==> config.mk <==
export PLATFORM = sky130hd
export DESIGN_NAME = pic_mul
export DESIGN_NICKNAME = d
export VERILOG_FILES = /design/src/hdl/pic_pkg.sv /design/src/hdl/pic_mul.sv
export SDC_FILE = /design/constraint.sdc
export NUM_CORES = 2
export LEC_CHECK = 0
export BUFFER_PORTS_ARGS = -buffer_cell sky130_fd_sc_hd__buf_4
export CAP_MARGIN = 15
export CORE_MARGIN = 1.5
export CORE_UTILIZATION = 50
export DETAILED_ROUTE_END_ITERATION = 16
export HOLD_SLACK_MARGIN = 0.15
export PLACE_DENSITY = 0.74
export SETUP_SLACK_MARGIN = 0.02
export SYNTH_ARGS = -nofsm -noshare
export SYNTH_HDL_FRONTEND = slang
export SYNTH_SLANG_ARGS = --single-unit
==> constraint.sdc <==
create_clock -name clk -period 8.9 [get_ports clk]
set_clock_uncertainty 0.05 [all_clocks]
set_input_delay 0.89 -clock clk [delete_from_list [all_inputs] [get_ports clk]]
set_output_delay 0.89 -clock clk [all_outputs]
set_load 0.03 [all_outputs]
==> src/hdl/pic_pkg.sv <==
`default_nettype none

package pic_pkg;

    // pipeline register stages from input to result
    localparam int STAGES = 9;

    // operand slice width inside the split multipliers
    localparam int CHUNK_BITS = 16;

    localparam int CFG_IDX_BITS = 3;

    localparam logic [CFG_IDX_BITS-1:0] REG_SHAPE_KIND = 3'd0;
    localparam logic [CFG_IDX_BITS-1:0] REG_CENTER_X   = 3'd1;
    localparam logic [CFG_IDX_BITS-1:0] REG_CENTER_Y   = 3'd2;
    localparam logic [CFG_IDX_BITS-1:0] REG_CENTER_Z   = 3'd3;
    localparam logic [CFG_IDX_BITS-1:0] REG_APEX_X     = 3'd4;
    localparam logic [CFG_IDX_BITS-1:0] REG_APEX_Y     = 3'd5;
    localparam logic [CFG_IDX_BITS-1:0] REG_APEX_Z     = 3'd6;
    localparam logic [CFG_IDX_BITS-1:0] REG_RADIUS     = 3'd7;

    localparam logic SHAPE_SPHERE = 1'b0;

    typedef struct packed {
        logic [STAGES-1:0] en;
        logic              in_ready;
        logic              out_valid;
    } pipe_ctl_t;

    // result already settled before the wide compare
    typedef struct packed {
        logic known;
        logic value;
    } decide_t;

endpackage

`default_nettype wire

==> src/hdl/pic_mul.sv <==
`default_nettype none

module pic_mul
#(
    parameter int WA = 34,
    parameter int WB = 34
)
(
    input  wire logic             clk,
    input  wire logic             en_a,
    input  wire logic             en_b,
    input  wire logic [WA-1:0]    a,
    input  wire logic [WB-1:0]    b,
    output logic [WA+WB-1:0]      p
);

    localparam int CW = pic_pkg::CHUNK_BITS;
    localparam int NC = (WB + CW - 1) / CW;
    localparam int SW = WA + NC * CW;
    localparam int PPW = WA + CW;

    logic [NC*CW-1:0] b_pad;
    logic [PPW-1:0]   pp_reg [NC];
    logic [SW-1:0]    sum_c;
    logic [SW-1:0]    sum_reg;

    assign b_pad = (NC*CW)'(b);

    // first register: one partial product per slice of b
    always_ff @(posedge clk)
    begin
        if (en_a)
        begin
            for (int k = 0; k < NC; k++)
            begin
                pp_reg[k] <= PPW'(a) * PPW'(b_pad[k*CW +: CW]);
            end
        end
    end

    // second register: aligned sum of the partials
    always_comb
    begin
        sum_c = '0;
        for (int k = 0; k < NC; k++)
        begin
            sum_c = sum_c + (SW'(pp_reg[k]) << (k * CW));
        end
    end

    always_ff @(posedge clk)
    begin
        if (en_b)
        begin
            sum_reg <= sum_c;
        end
    end

    assign p = sum_reg[WA+WB-1:0];

endmodule

`default_nettype wire

# Word-level counts from Yosys, hierarchy flattened
# Memory sizes are Yosys's and may differ from the RTL's.
# Cells that the tools add are included.
# word_totals
memories,1
in_bits,71
ramBits,150
output_inout_bits,68
ff_bits,68
word_cells,9
# op_classes
muxes,2
addsub,2
n_mul,3
# mem_list
name,words,width,rd,rd_clocked_by_memory_dff,write_ports,line,rtl
pp_reg,3,50,3,0,3,pic_mul.sv:23,logic [PPW-1:0] pp_reg [NC];
# op_table
cell,count
$mul A34 B16 Y50,2
$add A67 B68 Y68,1
$add A50 B66 Y67,1
$mul A34 B2 Y36,1
$mux W1,2

# Depth between registers and ports, before layout
# An unclocked memory read counts as a cell.
# logic_depth
ltp_word,3
mapped_depth,25
mapped_depth_nobuf,23

# Worst setup path before layout
# No wires, ideal clock.
# synth_path
path_kind,input to register
from,input port b[23]
to,"memory pp_reg[0][97] (netlist bit), data pin"
slack_ps,1787
setup_time_ps,260
arrival_time_ps,6803
cell_stages,24
required_ps,8590
n_path_buf,2
cell_sequence,clkbuf_1 > clkbuf_1 > nand2_1 > fa_1 > inv_1 > fa_1 > inv_1 > fa_1 > inv_1 > fa_1 > fa_1 > inv_1 > fa_1 > inv_1 > ha_1 > a21o_1 > a311o_1 > a221oi_2 > o41ai_2 > o2111ai_2 > a21oi_2 > a221o_2 > a311oi_2 > xnor2_1
# synth_lines
element,line,rtl
from (decl),pic_mul.sv:13,"input wire logic [WB-1:0] b,"
to (decl),pic_mul.sv:23,

==> results.yml <==
die:
  die_x_um: 307
  initial_core_util_pct: 50.4
  die_h_um: 307
  core_area_mm2: 0.0915
  io_pins: 139
  rows: 111
  die_area_mm2: 0.0941
setup_path:
  cpLargestDelayFamily: "adder cells"
  crit_buf_inv: 5
  cpMaxStageDelayCell: "o31ai_1"
  start_kind: "input port"
  path_cells: "buf_4 > nand2_1 > fa_1 > fa_1 > fa_1 > inv_1 > fa_1 > fa_1 > inv_1 > fa_1 > inv_1 > ha_1 > a21oi_1 > nand2_1 > o31ai_1 > o2111ai_1 > a41oi_1 > buf_4 > o21ai_0 > xor2_1"
  crit_top_cell: "fa_1"
  r2r-end: "sum_reg[55]"
  arrival_ns: 7.79
  path_class: "in2reg"
  rr_startpoint: "pp_reg[0][17]"
  ff2ff_path_depth: 12
  worstPathRequired_ns: 9.14
  cp_max_fo: 34
  crit_path_end_kind: "register"
  regToRegSetupSlack_ns: 4.43
  cp_slowest_stage_delay_ns: 0.98
timing:
  fin_tns_setup_ns: 0
  hold_viol: 0
  slew-limit-headroom_pct: 18.9
  drv_slew: 0
  hold-worst-slack_ns: 0.366
  setup_viol: 0
  rsz0062_at_grt: "false"
  finalCritPeriodShare_pct: 84.9
  tightest_slew_ns: 1.21
  period_minus_slack_ns: 7.55
  fmax_mhz: 132
flow_run:
  drv_cap: 0
logic_synthesis:
  synth_commonest_cells: "970 x inv_1, 912 x fa_1, 754 x nand2_1"
  ys_top_cells_by_area: "fa_1 40%, edfxtp_1 13%, ha_1 9.7%"
  syn_inst: 4967
  synth_warnings: 0
  netlist_area_mm2: 0.0461
  muxShareOfSynthArea_pct: 0.0217
  synth-xor-area-share_pct: 3.23
  seq_area_frac_synth_pct: 13.3
  synth_most_common_cell: "inv_1"
  avgSynthCellArea_um2: 9.29
  synth.ff_latch_count: 204
  synth_nets: 6309
  async_reset_ff_share_pct: 0
  synthFlopType: "edfxtp_1"
  synth-simple-area-share_pct: 16.0
  synth_edf_count: 204
  synth_compound_area_share_pct: 8.16
  synth_top_family_by_area: "adder cells"
  synthAdderAreaFrac_pct: 49.3
  synth.distinct_cells: 75
  yosysTopAreaCell: "fa_1"
  synth_top_area_share_pct: 39.6
detailed_routing:
  wl_per_cell_um: 20.2
  drtPass1Iterations: 5
  final_antenna_net_count: 0
  post-route-drc-count: 0
  vias: 34298
  drt_iter0_markers: 2325
  routed_wl_mm: 123
  drt-vias-per-instance: 5.64
hold_path:
  hold_class: "reg2reg"
  hold_end: "sum_reg[0]"
  min_path_cells: 0
  hp-start: "pp_reg[0][0]"
clock_network:
  cts_tree: "built"
  clock_path_buffers: 3
  post_cts_buffers: 0
  clkTransAtPathRegs_ns: 0.07
  numCtsBuffers: 25
  ctsHoldBuffers: 0
  insertion_delay_ns: 0.59
  root_buffer: "clkbuf_16"
  cts.htree.levels: 1
  ctsResizeCount: 0
  cts_num_sinks: 204
place:
  hpwlAfterDp_mm: 91.8
  port-buffer-count: 138
  place_congestion: 0.930
final_layout:
  largest_reg_flops: 136
  final_layout_size_suffix_gt1_share_pct: 4.47
  utilization_pct: 53.1
  areaGrowthSynthToFinish_pct: 5.37
  nets: 6225
global_route:
  grt_overflow: 0
  grt_pass1_vias: 37283
  antenna_found_initial: 6
  grt_usage_pct: 27.1
  grt_start_max_net_pins: 86
  grt_pass1_wl_mm: 200
status:
  outcome: "completed"
[worst register-to-register path: cells and delay by family, from the launching register on]
kind                       cells  cell delay (ns)
AOI/OAI and AO/OA              8             2.64
adders and majority gates      3             1.00
DFF                            1             0.38
xor gates and xnor gates       1             0.14
[final cells by class]
type,count,area (um^2)
multi-input cells,3531,35400
fillers,8178,42900
inverters,970,3640
diodes,1,2.50
well taps,1186,1480
flip-flops and latches,204,6130
repair buffers,151,1140
clock inverters,15,208
clock buffers,28,637
[cells by family after synthesis]
group,count (synthesis)
xor+xnor,170
mux,1
simple gates,1521
compound gates,568
fa+ha+maj,1271
buf+inv,1232
flops,204
[through the flow]
stage | setup slack (ns) | instances | cell area [um^2]
floorplan | 1.79 | 4967 | 46100
global placement | 0.772 | 6042 | 47800
detailed placement | 0.781 | 6042 | 47800
CTS | 1.40 | 6085 | 48600
global route | 1.09 | 6085 | 48600
finish | 1.35 | 6086 | 48600
[layer usage]
layer / part of all wire (%) / GRT usage [%]
met2: 48 / 46.6
met3: 7.2 / 3.85
met1: 40 / 34.1
met5: 0.054 / 0
met4: 4.5 / 11.9
[cell usage in the layout (no fill, tap or decap), types with 43 or more instances in the layout]
cell and instances:
o21ai_0 86, nor2_1 90, ha_1 359, buf_4 150, inv_1 970, a21o_1 109, nand2_1 754, edfxtp_1 204
nand4_1 44, xor2_1 64, and2_1 513, o21bai_1 43, fa_1 912, a21oi_1 179, xnor2_1 106
[worst max path at each step]
stage               startpoint            end  cells after the start  slack (ns)
floorplan                b[23]  pp_reg[0][97]                     24        1.79
global placement         a[11]  pp_reg[0][35]                     20        0.77
detailed placement       a[11]  pp_reg[0][35]                     20        0.78
CTS                      a[11]  pp_reg[0][35]                     20        1.40
global route             a[11]  pp_reg[0][35]                     20        1.09
finish                   a[11]  pp_reg[0][35]                     20        1.35
Power is left out: the tool's default activity adds up to more than one toggle a clock period on the data nets, which glitch-free logic cannot reach.
