[config.mk]
export PLATFORM = sky130hd
export DESIGN_NAME = pic_pipe_ctl
export DESIGN_NICKNAME = d
export VERILOG_FILES = /design/src/hdl/pic_pkg.sv /design/src/hdl/pic_pipe_ctl.sv
export SDC_FILE = /design/constraint.sdc
export NUM_CORES = 1
export LEC_CHECK = 0
export BUFFER_PORTS_ARGS = -buffer_cell sky130_fd_sc_hd__buf_2
export CORE_AREA = 2 2 39 41
export DETAILED_ROUTE_END_ITERATION = 10
export DIE_AREA = 0 0 41 43
export GPL_TIMING_DRIVEN = 0
export RECOVER_POWER = 50
export SLEW_MARGIN = 25
export SYNTH_ARGS = -nofsm -noshare
export SYNTH_HDL_FRONTEND = slang
export SYNTH_SLANG_ARGS = --single-unit
[constraint.sdc]
create_clock -name clk -period 1.7 [get_ports clk]
set_input_delay 0.255 -clock clk [delete_from_list [all_inputs] [get_ports clk]]
set_output_delay 0.255 -clock clk [all_outputs]
set_load 0.005 [all_outputs]
[src/hdl/pic_pkg.sv]
`default_nettype none

package pic_pkg;

    // pipeline register stages from input to result
    localparam int STAGES = 9;

    // operand slice width inside the split multipliers
    localparam int CHUNK_BITS = 16;

    localparam int CFG_IDX_BITS = 3;

    localparam logic [CFG_IDX_BITS-1:0] REG_SHAPE_KIND = 3'd0;
    localparam logic [CFG_IDX_BITS-1:0] REG_CENTER_X   = 3'd1;
    localparam logic [CFG_IDX_BITS-1:0] REG_CENTER_Y   = 3'd2;
    localparam logic [CFG_IDX_BITS-1:0] REG_CENTER_Z   = 3'd3;
    localparam logic [CFG_IDX_BITS-1:0] REG_APEX_X     = 3'd4;
    localparam logic [CFG_IDX_BITS-1:0] REG_APEX_Y     = 3'd5;
    localparam logic [CFG_IDX_BITS-1:0] REG_APEX_Z     = 3'd6;
    localparam logic [CFG_IDX_BITS-1:0] REG_RADIUS     = 3'd7;

    localparam logic SHAPE_SPHERE = 1'b0;

    typedef struct packed {
        logic [STAGES-1:0] en;
        logic              in_ready;
        logic              out_valid;
    } pipe_ctl_t;

    // result already settled before the wide compare
    typedef struct packed {
        logic known;
        logic value;
    } decide_t;

endpackage

`default_nettype wire

[src/hdl/pic_pipe_ctl.sv]
`default_nettype none

module pic_pipe_ctl
(
    input  wire logic               clk,
    input  wire logic               rst_n,
    input  wire logic               in_valid,
    input  wire logic               out_ready,
    output pic_pkg::pipe_ctl_t      ctl
);

    logic [pic_pkg::STAGES-1:0] vld_reg;
    logic [pic_pkg::STAGES-1:0] vld_next;
    logic [pic_pkg::STAGES-1:0] en;

    // a stage loads when empty or when its content moves on
    always_comb
    begin
        logic nxt;
        nxt = out_ready;
        for (int k = pic_pkg::STAGES - 1; k >= 0; k--)
        begin
            en[k] = !vld_reg[k] || nxt;
            nxt   = en[k];
        end
    end

    always_comb
    begin
        vld_next[0] = en[0] ? in_valid : vld_reg[0];
        for (int k = 1; k < pic_pkg::STAGES; k++)
        begin
            vld_next[k] = en[k] ? vld_reg[k-1] : vld_reg[k];
        end
    end

    always_ff @(posedge clk or negedge rst_n)
    begin
        if (!rst_n)
        begin
            vld_reg <= '0;
        end
        else
        begin
            vld_reg <= vld_next;
        end
    end

    assign ctl.en        = en;
    assign ctl.in_ready  = en[0];
    assign ctl.out_valid = vld_reg[pic_pkg::STAGES-1];

endmodule

`default_nettype wire

# == Word-level counts from Yosys, hierarchy flattened ==
# Cells that the tools add are included.
# totals
reg_bits,9
output_inout_bits,11
# op_classes
reduce_logical,18
# ops
cell,n
$logic_not 1->1,9
$logic_or 1x1->1,9

# == Depth between registers and ports, before layout ==
# Gate-level depths: netlist of run 1.
# logic_depth
word_depth,10
depth_mapped,5
mapped_depth_nobuf,2

# == Worst setup path after synthesis of run 1 ==
# OpenSTA, ideal clock, no wires.
# synth_path
path_type,register to output
start,reg vld_reg[8] in the netlist's numbering
end,out ctl[2] in the netlist's numbering
t_arrival_ns,1.052
required_time_ns,1.445
setup_slack_ns,0.393
stages_incl_launch_ff,6
n_path_buf,3
path_cell_list,dfrtp_1 -> and4b_1 -> buf_6 -> buf_6 -> nand4_1 -> buf_4
# synth_rtl
element,line_no,rtl
start: declaration,pic_pipe_ctl.sv:12,logic [pic_pkg::STAGES-1:0] vld_reg;
start signal: assignment,pic_pipe_ctl.sv:45,vld_reg <= vld_next;
end: declaration,pic_pipe_ctl.sv:9,output pic_pkg::pipe_ctl_t ctl

==> results by group, run 1 <==
Synth
  • Synthesized cell area: 405 um2
  • Post-synthesis sequential area ratio: 0.556
  • Combinational family with the most area after synthesis: simple AND/OR/NAND/NOR gates
  • Number of distinct library cells after synthesis: 16
  • Synth Warn #: 0
  • Number of instances in the synthesized netlist: 34
  • Fraction of the mapped netlist area in simple logic gates: 0.201
  • Cell accounting for the most synthesized area: sky130_fd_sc_hd__dfrtp_1
  • Compound-cell area share of the yosys netlist: 0.130
  • Mux share of post-synthesis cell area: 0
  • Flip-flop and latch count after synthesis: 9
  • Syn_nets: 38
  • Synth top area share: 0.556
  • Synthesized area divided by synthesized cell count: 11.9 um2
  • Xor-xnor portion of the synthesized cell area: 0
  • Arithmetic-cell share of the synthesized area counting full adders, half adders and majority gates: 0
  • Most area-consuming cells after synthesis: sky130_fd_sc_hd__dfrtp_1, sky130_fd_sc_hd__buf_6, sky130_fd_sc_hd__a41o_1, sky130_fd_sc_hd__nand2b_1, sky130_fd_sc_hd__a31o_2

Setup path
  • Startpoint type of the worst setup path: register
  • CP peak stage delay: 0.39 ns
  • Startpoint of the worst register-to-register path: vld_reg[3]$_DFFE_PN0P_
  • CP delay by family, top: flip-flops
  • Startpoint of the most critical setup path: vld_reg[3]$_DFFE_PN0P_
  • Highest net fanout along the worst path: 6
  • Number of cells on the worst reg-to-reg path: 3
  • Max stage delay cell, worst path: sky130_fd_sc_hd__dfrtp_1
  • Startpoint-to-endpoint class of the critical path: register to primary output
  • Required time of the critical path: 1.44 ns
  • Worst path buffer plus inverter count: 3
  • CP cell instances: and4_1 -> buf_4 -> nand4_1 -> buf_4 -> buf_2
  • Most frequent cell on the critical path: sky130_fd_sc_hd__buf_4
  • Number of stages on the worst setup path: 5
  • Crit path capture type: primary output
  • Signal arrival time at the worst endpoint: 1.34 ns

Die
  • Starting utilization of the core area: 0.293
  • FP Rows: 14
  • I/O pin total: 15
  • Die area: 1760 um2
  • Vertical die dimension: 43 um
  • X dimension of the die: 41 um
  • Area of the placeable core: 1380 um2

Cells and area
  • Number of cells in the finished layout apart from fillers: 73
  • Area overhead of the layout relative to synthesis: 37.3%
  • Count of inserted antenna diode cells: 0
  • Nets: 62
  • Leading cell types in the layout, fill and taps excluded: sky130_fd_sc_hd__buf_2, sky130_fd_sc_hd__dfrtp_1, sky130_fd_sc_hd__buf_4
  • Share of the core filled with cells: 0.402
  • Flip-flop count of the largest register after layout: 9
  • Fill count: 141
  • Layout cells sized above 1: 0.474
  • Finished layout cell area: 557 um2
  • Most common cell after layout, fill and taps aside: sky130_fd_sc_hd__buf_2

Global routing
  • Remaining global-route overflow: 0
  • Via count of the first global-routing pass: 272
  • Wire length of the first global-routing pass: 1150 um
  • Overall track demand over capacity in global routing: 0.102
  • Pin count of the biggest net entering global routing: 11
  • Antenna violations before repair: 0

Placed design
  • Total placed instance area: 495 um2
  • Dpl cells: 64
  • DP Wirelength: 499 um
  • Buffers added on ports: 14
  • Routability congestion estimate: 0.705

Run
  • Max-cap violations: 0

Routing
  • Total Wirelength: 685 um
  • Remaining design rule violation count: 0
  • Routed vias/inst: 4.44
  • Post-detailed-route wirelength per cell: 9.38 um
  • Vias: 324
  • Number of routed nets with antenna violations: 0
  • 1st-iter DRT viols: 5
  • Number of detailed-routing iterations run before antenna repair: 2

Power and ir drop
  • Max IR drop VDD: 0.508 mV
  • Static Leak: 0.252 nW
  • Power Density: 1160 nW/um2

CTS
  • Clock tree root buffer cell: sky130_fd_sc_hd__clkbuf_4
  • Total CTS buffers: 3
  • Worst skew pair latency: 0.25 ns
  • Clock-pin slew reported for the worst setup and hold paths after clock tree synthesis: 0.06 ns
  • Clock tree from TritonCTS: built
  • Number of sinks driven by the clock tree: 9
  • H-tree levels: 1
  • Maximum number of buffers from clock root to sink: 2

Timing
  • Final-report setup violation count: 0
  • Post-route minimum period: 1.60 ns
  • Ratio of final minimum period to clock period: 0.940
  • Worst clock skew: 0.000860 ns
  • Transition time at the pin with the least slew margin: 0.463 ns
  • Setup_tns: 0 ns
  • Maximum achievable frequency: 625 MHz
  • Max-Slew Margin vs Limit: 0.692
  • Fin. max-slew vios: 0
  • Final Hold Vio Count: 0

Hold path
  • Kind of path behind the tightest hold check: input pin to register
  • Hold Path Origin: in_valid
  • Hold Path Cell Cnt: 2

Run status
  • Run status: completed
## power by group
part / internal (mW) / switching, mW
logic: 0.119 / 0.0872
registers: 0.253 / 0.0282
clock network: 0.0900 / 0.0671
## per-layer routing
metal  track usage  up-vias  wire [um]
met3        0.0471        0         54
met5             0        -          0
li1              -      166          -
met2         0.122       12        287
met4        0.0800        0          0
met1         0.133      146        343
## worst paths after layout
path	endpoint	slack (ns)
min reg2reg	vld_reg[3]$_DFFE_PN0P_	0.46
min	vld_reg[0]$_DFFE_PN0P_	0.19
min in group asynchronous	vld_reg[4]$_DFFE_PN0P_	0.46
max	ctl[2]	0.10
max in group asynchronous	vld_reg[5]$_DFFE_PN0P_	0.90
max reg2reg	vld_reg[1]$_DFFE_PN0P_	0.60
## what timing repair did
action | 4_1_cts | 5_1_grt
endpoints found under the setup margin | 1 | 1
setup buffers | 2 | 3
hold buffers | 1 | 0
endpoints found under the hold margin | 9 | 0
resized for setup | 1 | 1
pin swaps | 1 | 0
## synth_stat cells
master and n:
sky130_fd_sc_hd__a21o_1 2, sky130_fd_sc_hd__a31o_2 2, sky130_fd_sc_hd__a41o_1 2, sky130_fd_sc_hd__and4_1 1
sky130_fd_sc_hd__and4b_1 1, sky130_fd_sc_hd__buf_2 1, sky130_fd_sc_hd__buf_4 2, sky130_fd_sc_hd__buf_6 2
sky130_fd_sc_hd__dfrtp_1 9, sky130_fd_sc_hd__inv_1 1, sky130_fd_sc_hd__nand2_1 2, sky130_fd_sc_hd__nand2b_1 3
sky130_fd_sc_hd__nand3_1 2, sky130_fd_sc_hd__nand3b_1 1, sky130_fd_sc_hd__nand4_1 2, sky130_fd_sc_hd__or2_1 1
## through the flow
stage / hold WS, ns / setup WS (ns) / power [mW]
2_1_floorplan: -0.0406 / 0.393 / 0.399
3_3_place_gp: 0.114 / 0.209 / 0.459
3_5_place_dp: 0.114 / 0.228 / 0.459
5_1_grt: 0.188 / -0.00111 / 0.696
4_1_cts: 0.176 / 0.00235 / 0.641
6_report: 0.190 / 0.101 / 0.645
## logic make-up (layout without fill, tap and decap cells)
group	after synthesis	count (layout)
compound gates	6	6
buf+inv	6	29
flops	9	9
simple gates	13	13
## area by class of cell
cell class,count,area [um2],share of cell area
sequential,9,226,0.407
timing repair buffer,20,113,0.202
tap,16,20.0,0.0360
clock buffer,4,26.3,0.0472
inverter,1,3.75,0.00674
multi-input combinational,19,134,0.240
buffer,4,33.8,0.0607
No activity file was read; power rests on OpenSTA's default activity.
==> run 2, diff against run 1 <==
- BUFFER_PORTS_ARGS: -buffer_cell sky130_fd_sc_hd__buf_2 -> default
- DONT_BUFFER_PORTS: default -> 1
- clock period: 1.7 -> 1.9 ns (I/O delays scaled with it)
==> run 2 against run 1 <==
Effect of this change: die area did not move; final area down 17%; clock skew is 0.0041 ns higher; critical endpoint unchanged; largest cell class unchanged; highest routed layer unchanged.
==> results by group, run 2 (synthesis results as in run 1) <==
Run status
  • Run status: completed (unchanged)

CTS
  • Gates resized, CTS repair: 0 (was 1)
  • Clock tree root buffer cell: sky130_fd_sc_hd__clkbuf_4 (unchanged)
  • Total CTS buffers: 3 (unchanged)
  • Clock tree from TritonCTS: built (unchanged)
  • Maximum number of buffers from clock root to sink: 2 (unchanged)
  • Number of sinks driven by the clock tree: 9 (unchanged)
  • Worst skew pair latency: 0.26 ns (was 0.25 ns)
  • Clock-pin slew reported for the worst setup and hold paths after clock tree synthesis: 0.06 ns (about the same)
  • H-tree levels: 1 (unchanged)

Cells and area
  • Leading cell types in the layout, fill and taps excluded: sky130_fd_sc_hd__dfrtp_1, sky130_fd_sc_hd__clkbuf_4, sky130_fd_sc_hd__nand2b_1 (was sky130_fd_sc_hd__buf_2, sky130_fd_sc_hd__dfrtp_1, sky130_fd_sc_hd__buf_4)
  • Count of inserted antenna diode cells: 0 (unchanged)
  • Number of cells in the finished layout apart from fillers: 55 (was 73)
  • Nets: 44 (was 62)
  • Most common cell after layout, fill and taps aside: sky130_fd_sc_hd__dfrtp_1 (was sky130_fd_sc_hd__buf_2)
  • Flip-flop count of the largest register after layout: 9 (unchanged)
  • Fill count: 135 (was 141)
  • Area overhead of the layout relative to synthesis: 13.9% (was 37.3%)
  • Finished layout cell area: 462 um2 (was 557 um2)
  • Layout cells sized above 1: 0.256 (was 0.474)

Setup path
  • Required time of the critical path: 1.62 ns (was 1.44 ns)
  • Number of cells on the worst reg-to-reg path: 4 (was 3)
  • Crit path capture type: primary output (unchanged)
  • Signal arrival time at the worst endpoint: 1.43 ns (was 1.34 ns)
  • Startpoint type of the worst setup path: register (unchanged)
  • Highest net fanout along the worst path: 10 (was 6)
  • Startpoint-to-endpoint class of the critical path: register to primary output (unchanged)

Die
  • I/O pin total: 15 (unchanged)
  • Vertical die dimension: 43 um (unchanged)
  • Area of the placeable core: 1380 um2 (unchanged)
  • Die area: 1760 um2 (unchanged)
  • FP Rows: 14 (unchanged)
  • Starting utilization of the core area: 0.293 (unchanged)
  • X dimension of the die: 41 um (unchanged)

Routing
  • Number of detailed-routing iterations run before antenna repair: 2 (unchanged)
  • Number of routed nets with antenna violations: 0 (unchanged)
  • Post-detailed-route wirelength per cell: 13.1 um (was 9.38 um)
  • Total Wirelength: 720 um (was 685 um)
  • 1st-iter DRT viols: 2 (was 5)
  • Top routing layer used: met3 (unchanged)
  • Routed vias/inst: 5.07 (was 4.44)
  • Vias: 279 (was 324)
  • Met3 WL post-DR: 64 um (was 54 um)
  • Length of routed met2 wiring: 349 um (was 287 um)
  • Length of routed wiring on met1: 306 um (was 343 um)
  • Remaining design rule violation count: 0 (unchanged)

Timing
  • Fin. max-slew vios: 0 (unchanged)
  • Max-Slew Margin vs Limit: 0.737 (was 0.692)
  • Final Hold Vio Count: 0 (unchanged)
  • Post-route minimum period: 1.71 ns
  • Worst clock skew: 0.00498 ns (was 0.000860 ns)
  • Transition time at the pin with the least slew margin: 0.394 ns (was 0.463 ns)
  • Setup_tns: 0 ns (unchanged)
  • Final-report setup violation count: 0 (unchanged)
  • RSZ-0062 raised after global routing: no
  • Ratio of final minimum period to clock period: 0.900
  • Maximum achievable frequency: 585 MHz

Power and ir drop
  • Max IR drop VDD: 0.431 mV (was 0.508 mV)
  • Static Leak: 0.199 nW (was 0.252 nW)
  • Power Density: 1140 nW/um2 (was 1160 nW/um2)

Placed design
  • Routability congestion estimate: 0.709 (was 0.705)
  • Buffers added on ports: 0 (was 14)
  • Dpl cells: 50 (was 64)
  • Total placed instance area: 425 um2 (was 495 um2)
  • DP Wirelength: 561 um (was 499 um)

Hold path
  • Kind of path behind the tightest hold check: input pin to register (unchanged)
  • Hold Path Cell Cnt: 1 (was 2)

Global routing
  • Overall track demand over capacity in global routing: 0.0968 (was 0.102)
  • Antenna violations before repair: 0 (unchanged)
  • Pin count of the biggest net entering global routing: 11 (unchanged)
  • Wire length of the first global-routing pass: 1100 um (was 1150 um)
  • Remaining global-route overflow: 0 (unchanged)
  • Via count of the first global-routing pass: 264 (was 272)

Run
  • Max-cap violations: 0 (unchanged)
==> run 2: cell count changes in the layout (fill, tap and decap cells not counted), sizes merged <==
cell	change
buf	-17
clkbuf	-1
==> run 2: metal layers <==
layer  track usage  up-vias
li1              -      130
met1         0.111      137
met2         0.138       12
met3        0.0471        0
met4        0.0600        0
met5             0        -
==> run 2: path summary, 6_finish.rpt <==
kind	from	to	slack (ns)
worst min-delay path	in_valid	vld_reg[0]$_DFFE_PN0P_	0.13
worst max register to register	vld_reg[7]$_DFFE_PN0P_	vld_reg[6]$_DFFE_PN0P_	0.73
worst min register to register	vld_reg[2]$_DFFE_PN0P_	vld_reg[3]$_DFFE_PN0P_	0.45
max in group asynchronous	rst_n	vld_reg[2]$_DFFE_PN0P_	1.23
min in group asynchronous	rst_n	vld_reg[6]$_DFFE_PN0P_	0.38
worst max-delay path	vld_reg[8]$_DFFE_PN0P_	ctl[2]	0.19
==> run 2: area by class of cell <==
| type | count | area (um2) | share of cell area |
|---|---|---|---|
| sequential | 9 | 225 | 0.488 |
| multi-input combinational | 19 | 134 | 0.290 |
| buffer | 5 | 42.5 | 0.0921 |
| clock buffer | 4 | 26.3 | 0.0569 |
| tap | 16 | 20.0 | 0.0434 |
| timing repair buffer | 1 | 10.0 | 0.0217 |
| inverter | 1 | 3.75 | 0.00813 |
==> run 2: timing repair <==
item                                   in CTS  in global routing
hold buffers                                1                  0
endpoints found under the hold margin       9                  0
setup buffers                               0                  0
==> run 2: per-stage QoR <==
stage	setup slack, ns	utilization	hold slack [ns]	power, mW
floorplan	0.563	-	-0.0106	0.357
global placement	0.486	0.307	-0.0104	0.374
detailed placement	0.457	0.307	-0.0103	0.383
CTS	0.168	0.334	0.130	0.534
global route	0.128	0.334	0.117	0.564
finish	0.190	0.334	0.132	0.527
==> run 2: where the power goes <==
part / leakage (nW) / total, mW / switching, mW / internal (mW)
Combinational: 0.0882 / 0.122 / 0.0596 / 0.0624
Clock: 0.0150 / 0.144 / 0.0631 / 0.0807
Sequential: 0.0956 / 0.261 / 0.0359 / 0.225
==> run 2: worst max-delay path, cell delays in order, from the launching register on <==
cell and delay, ns:
sky130_fd_sc_hd__dfrtp_1 0.38, sky130_fd_sc_hd__and4b_1 0.23, sky130_fd_sc_hd__buf_6 0.12, sky130_fd_sc_hd__buf_6 0.13, sky130_fd_sc_hd__nand4_1 0.14, sky130_fd_sc_hd__buf_4 0.17
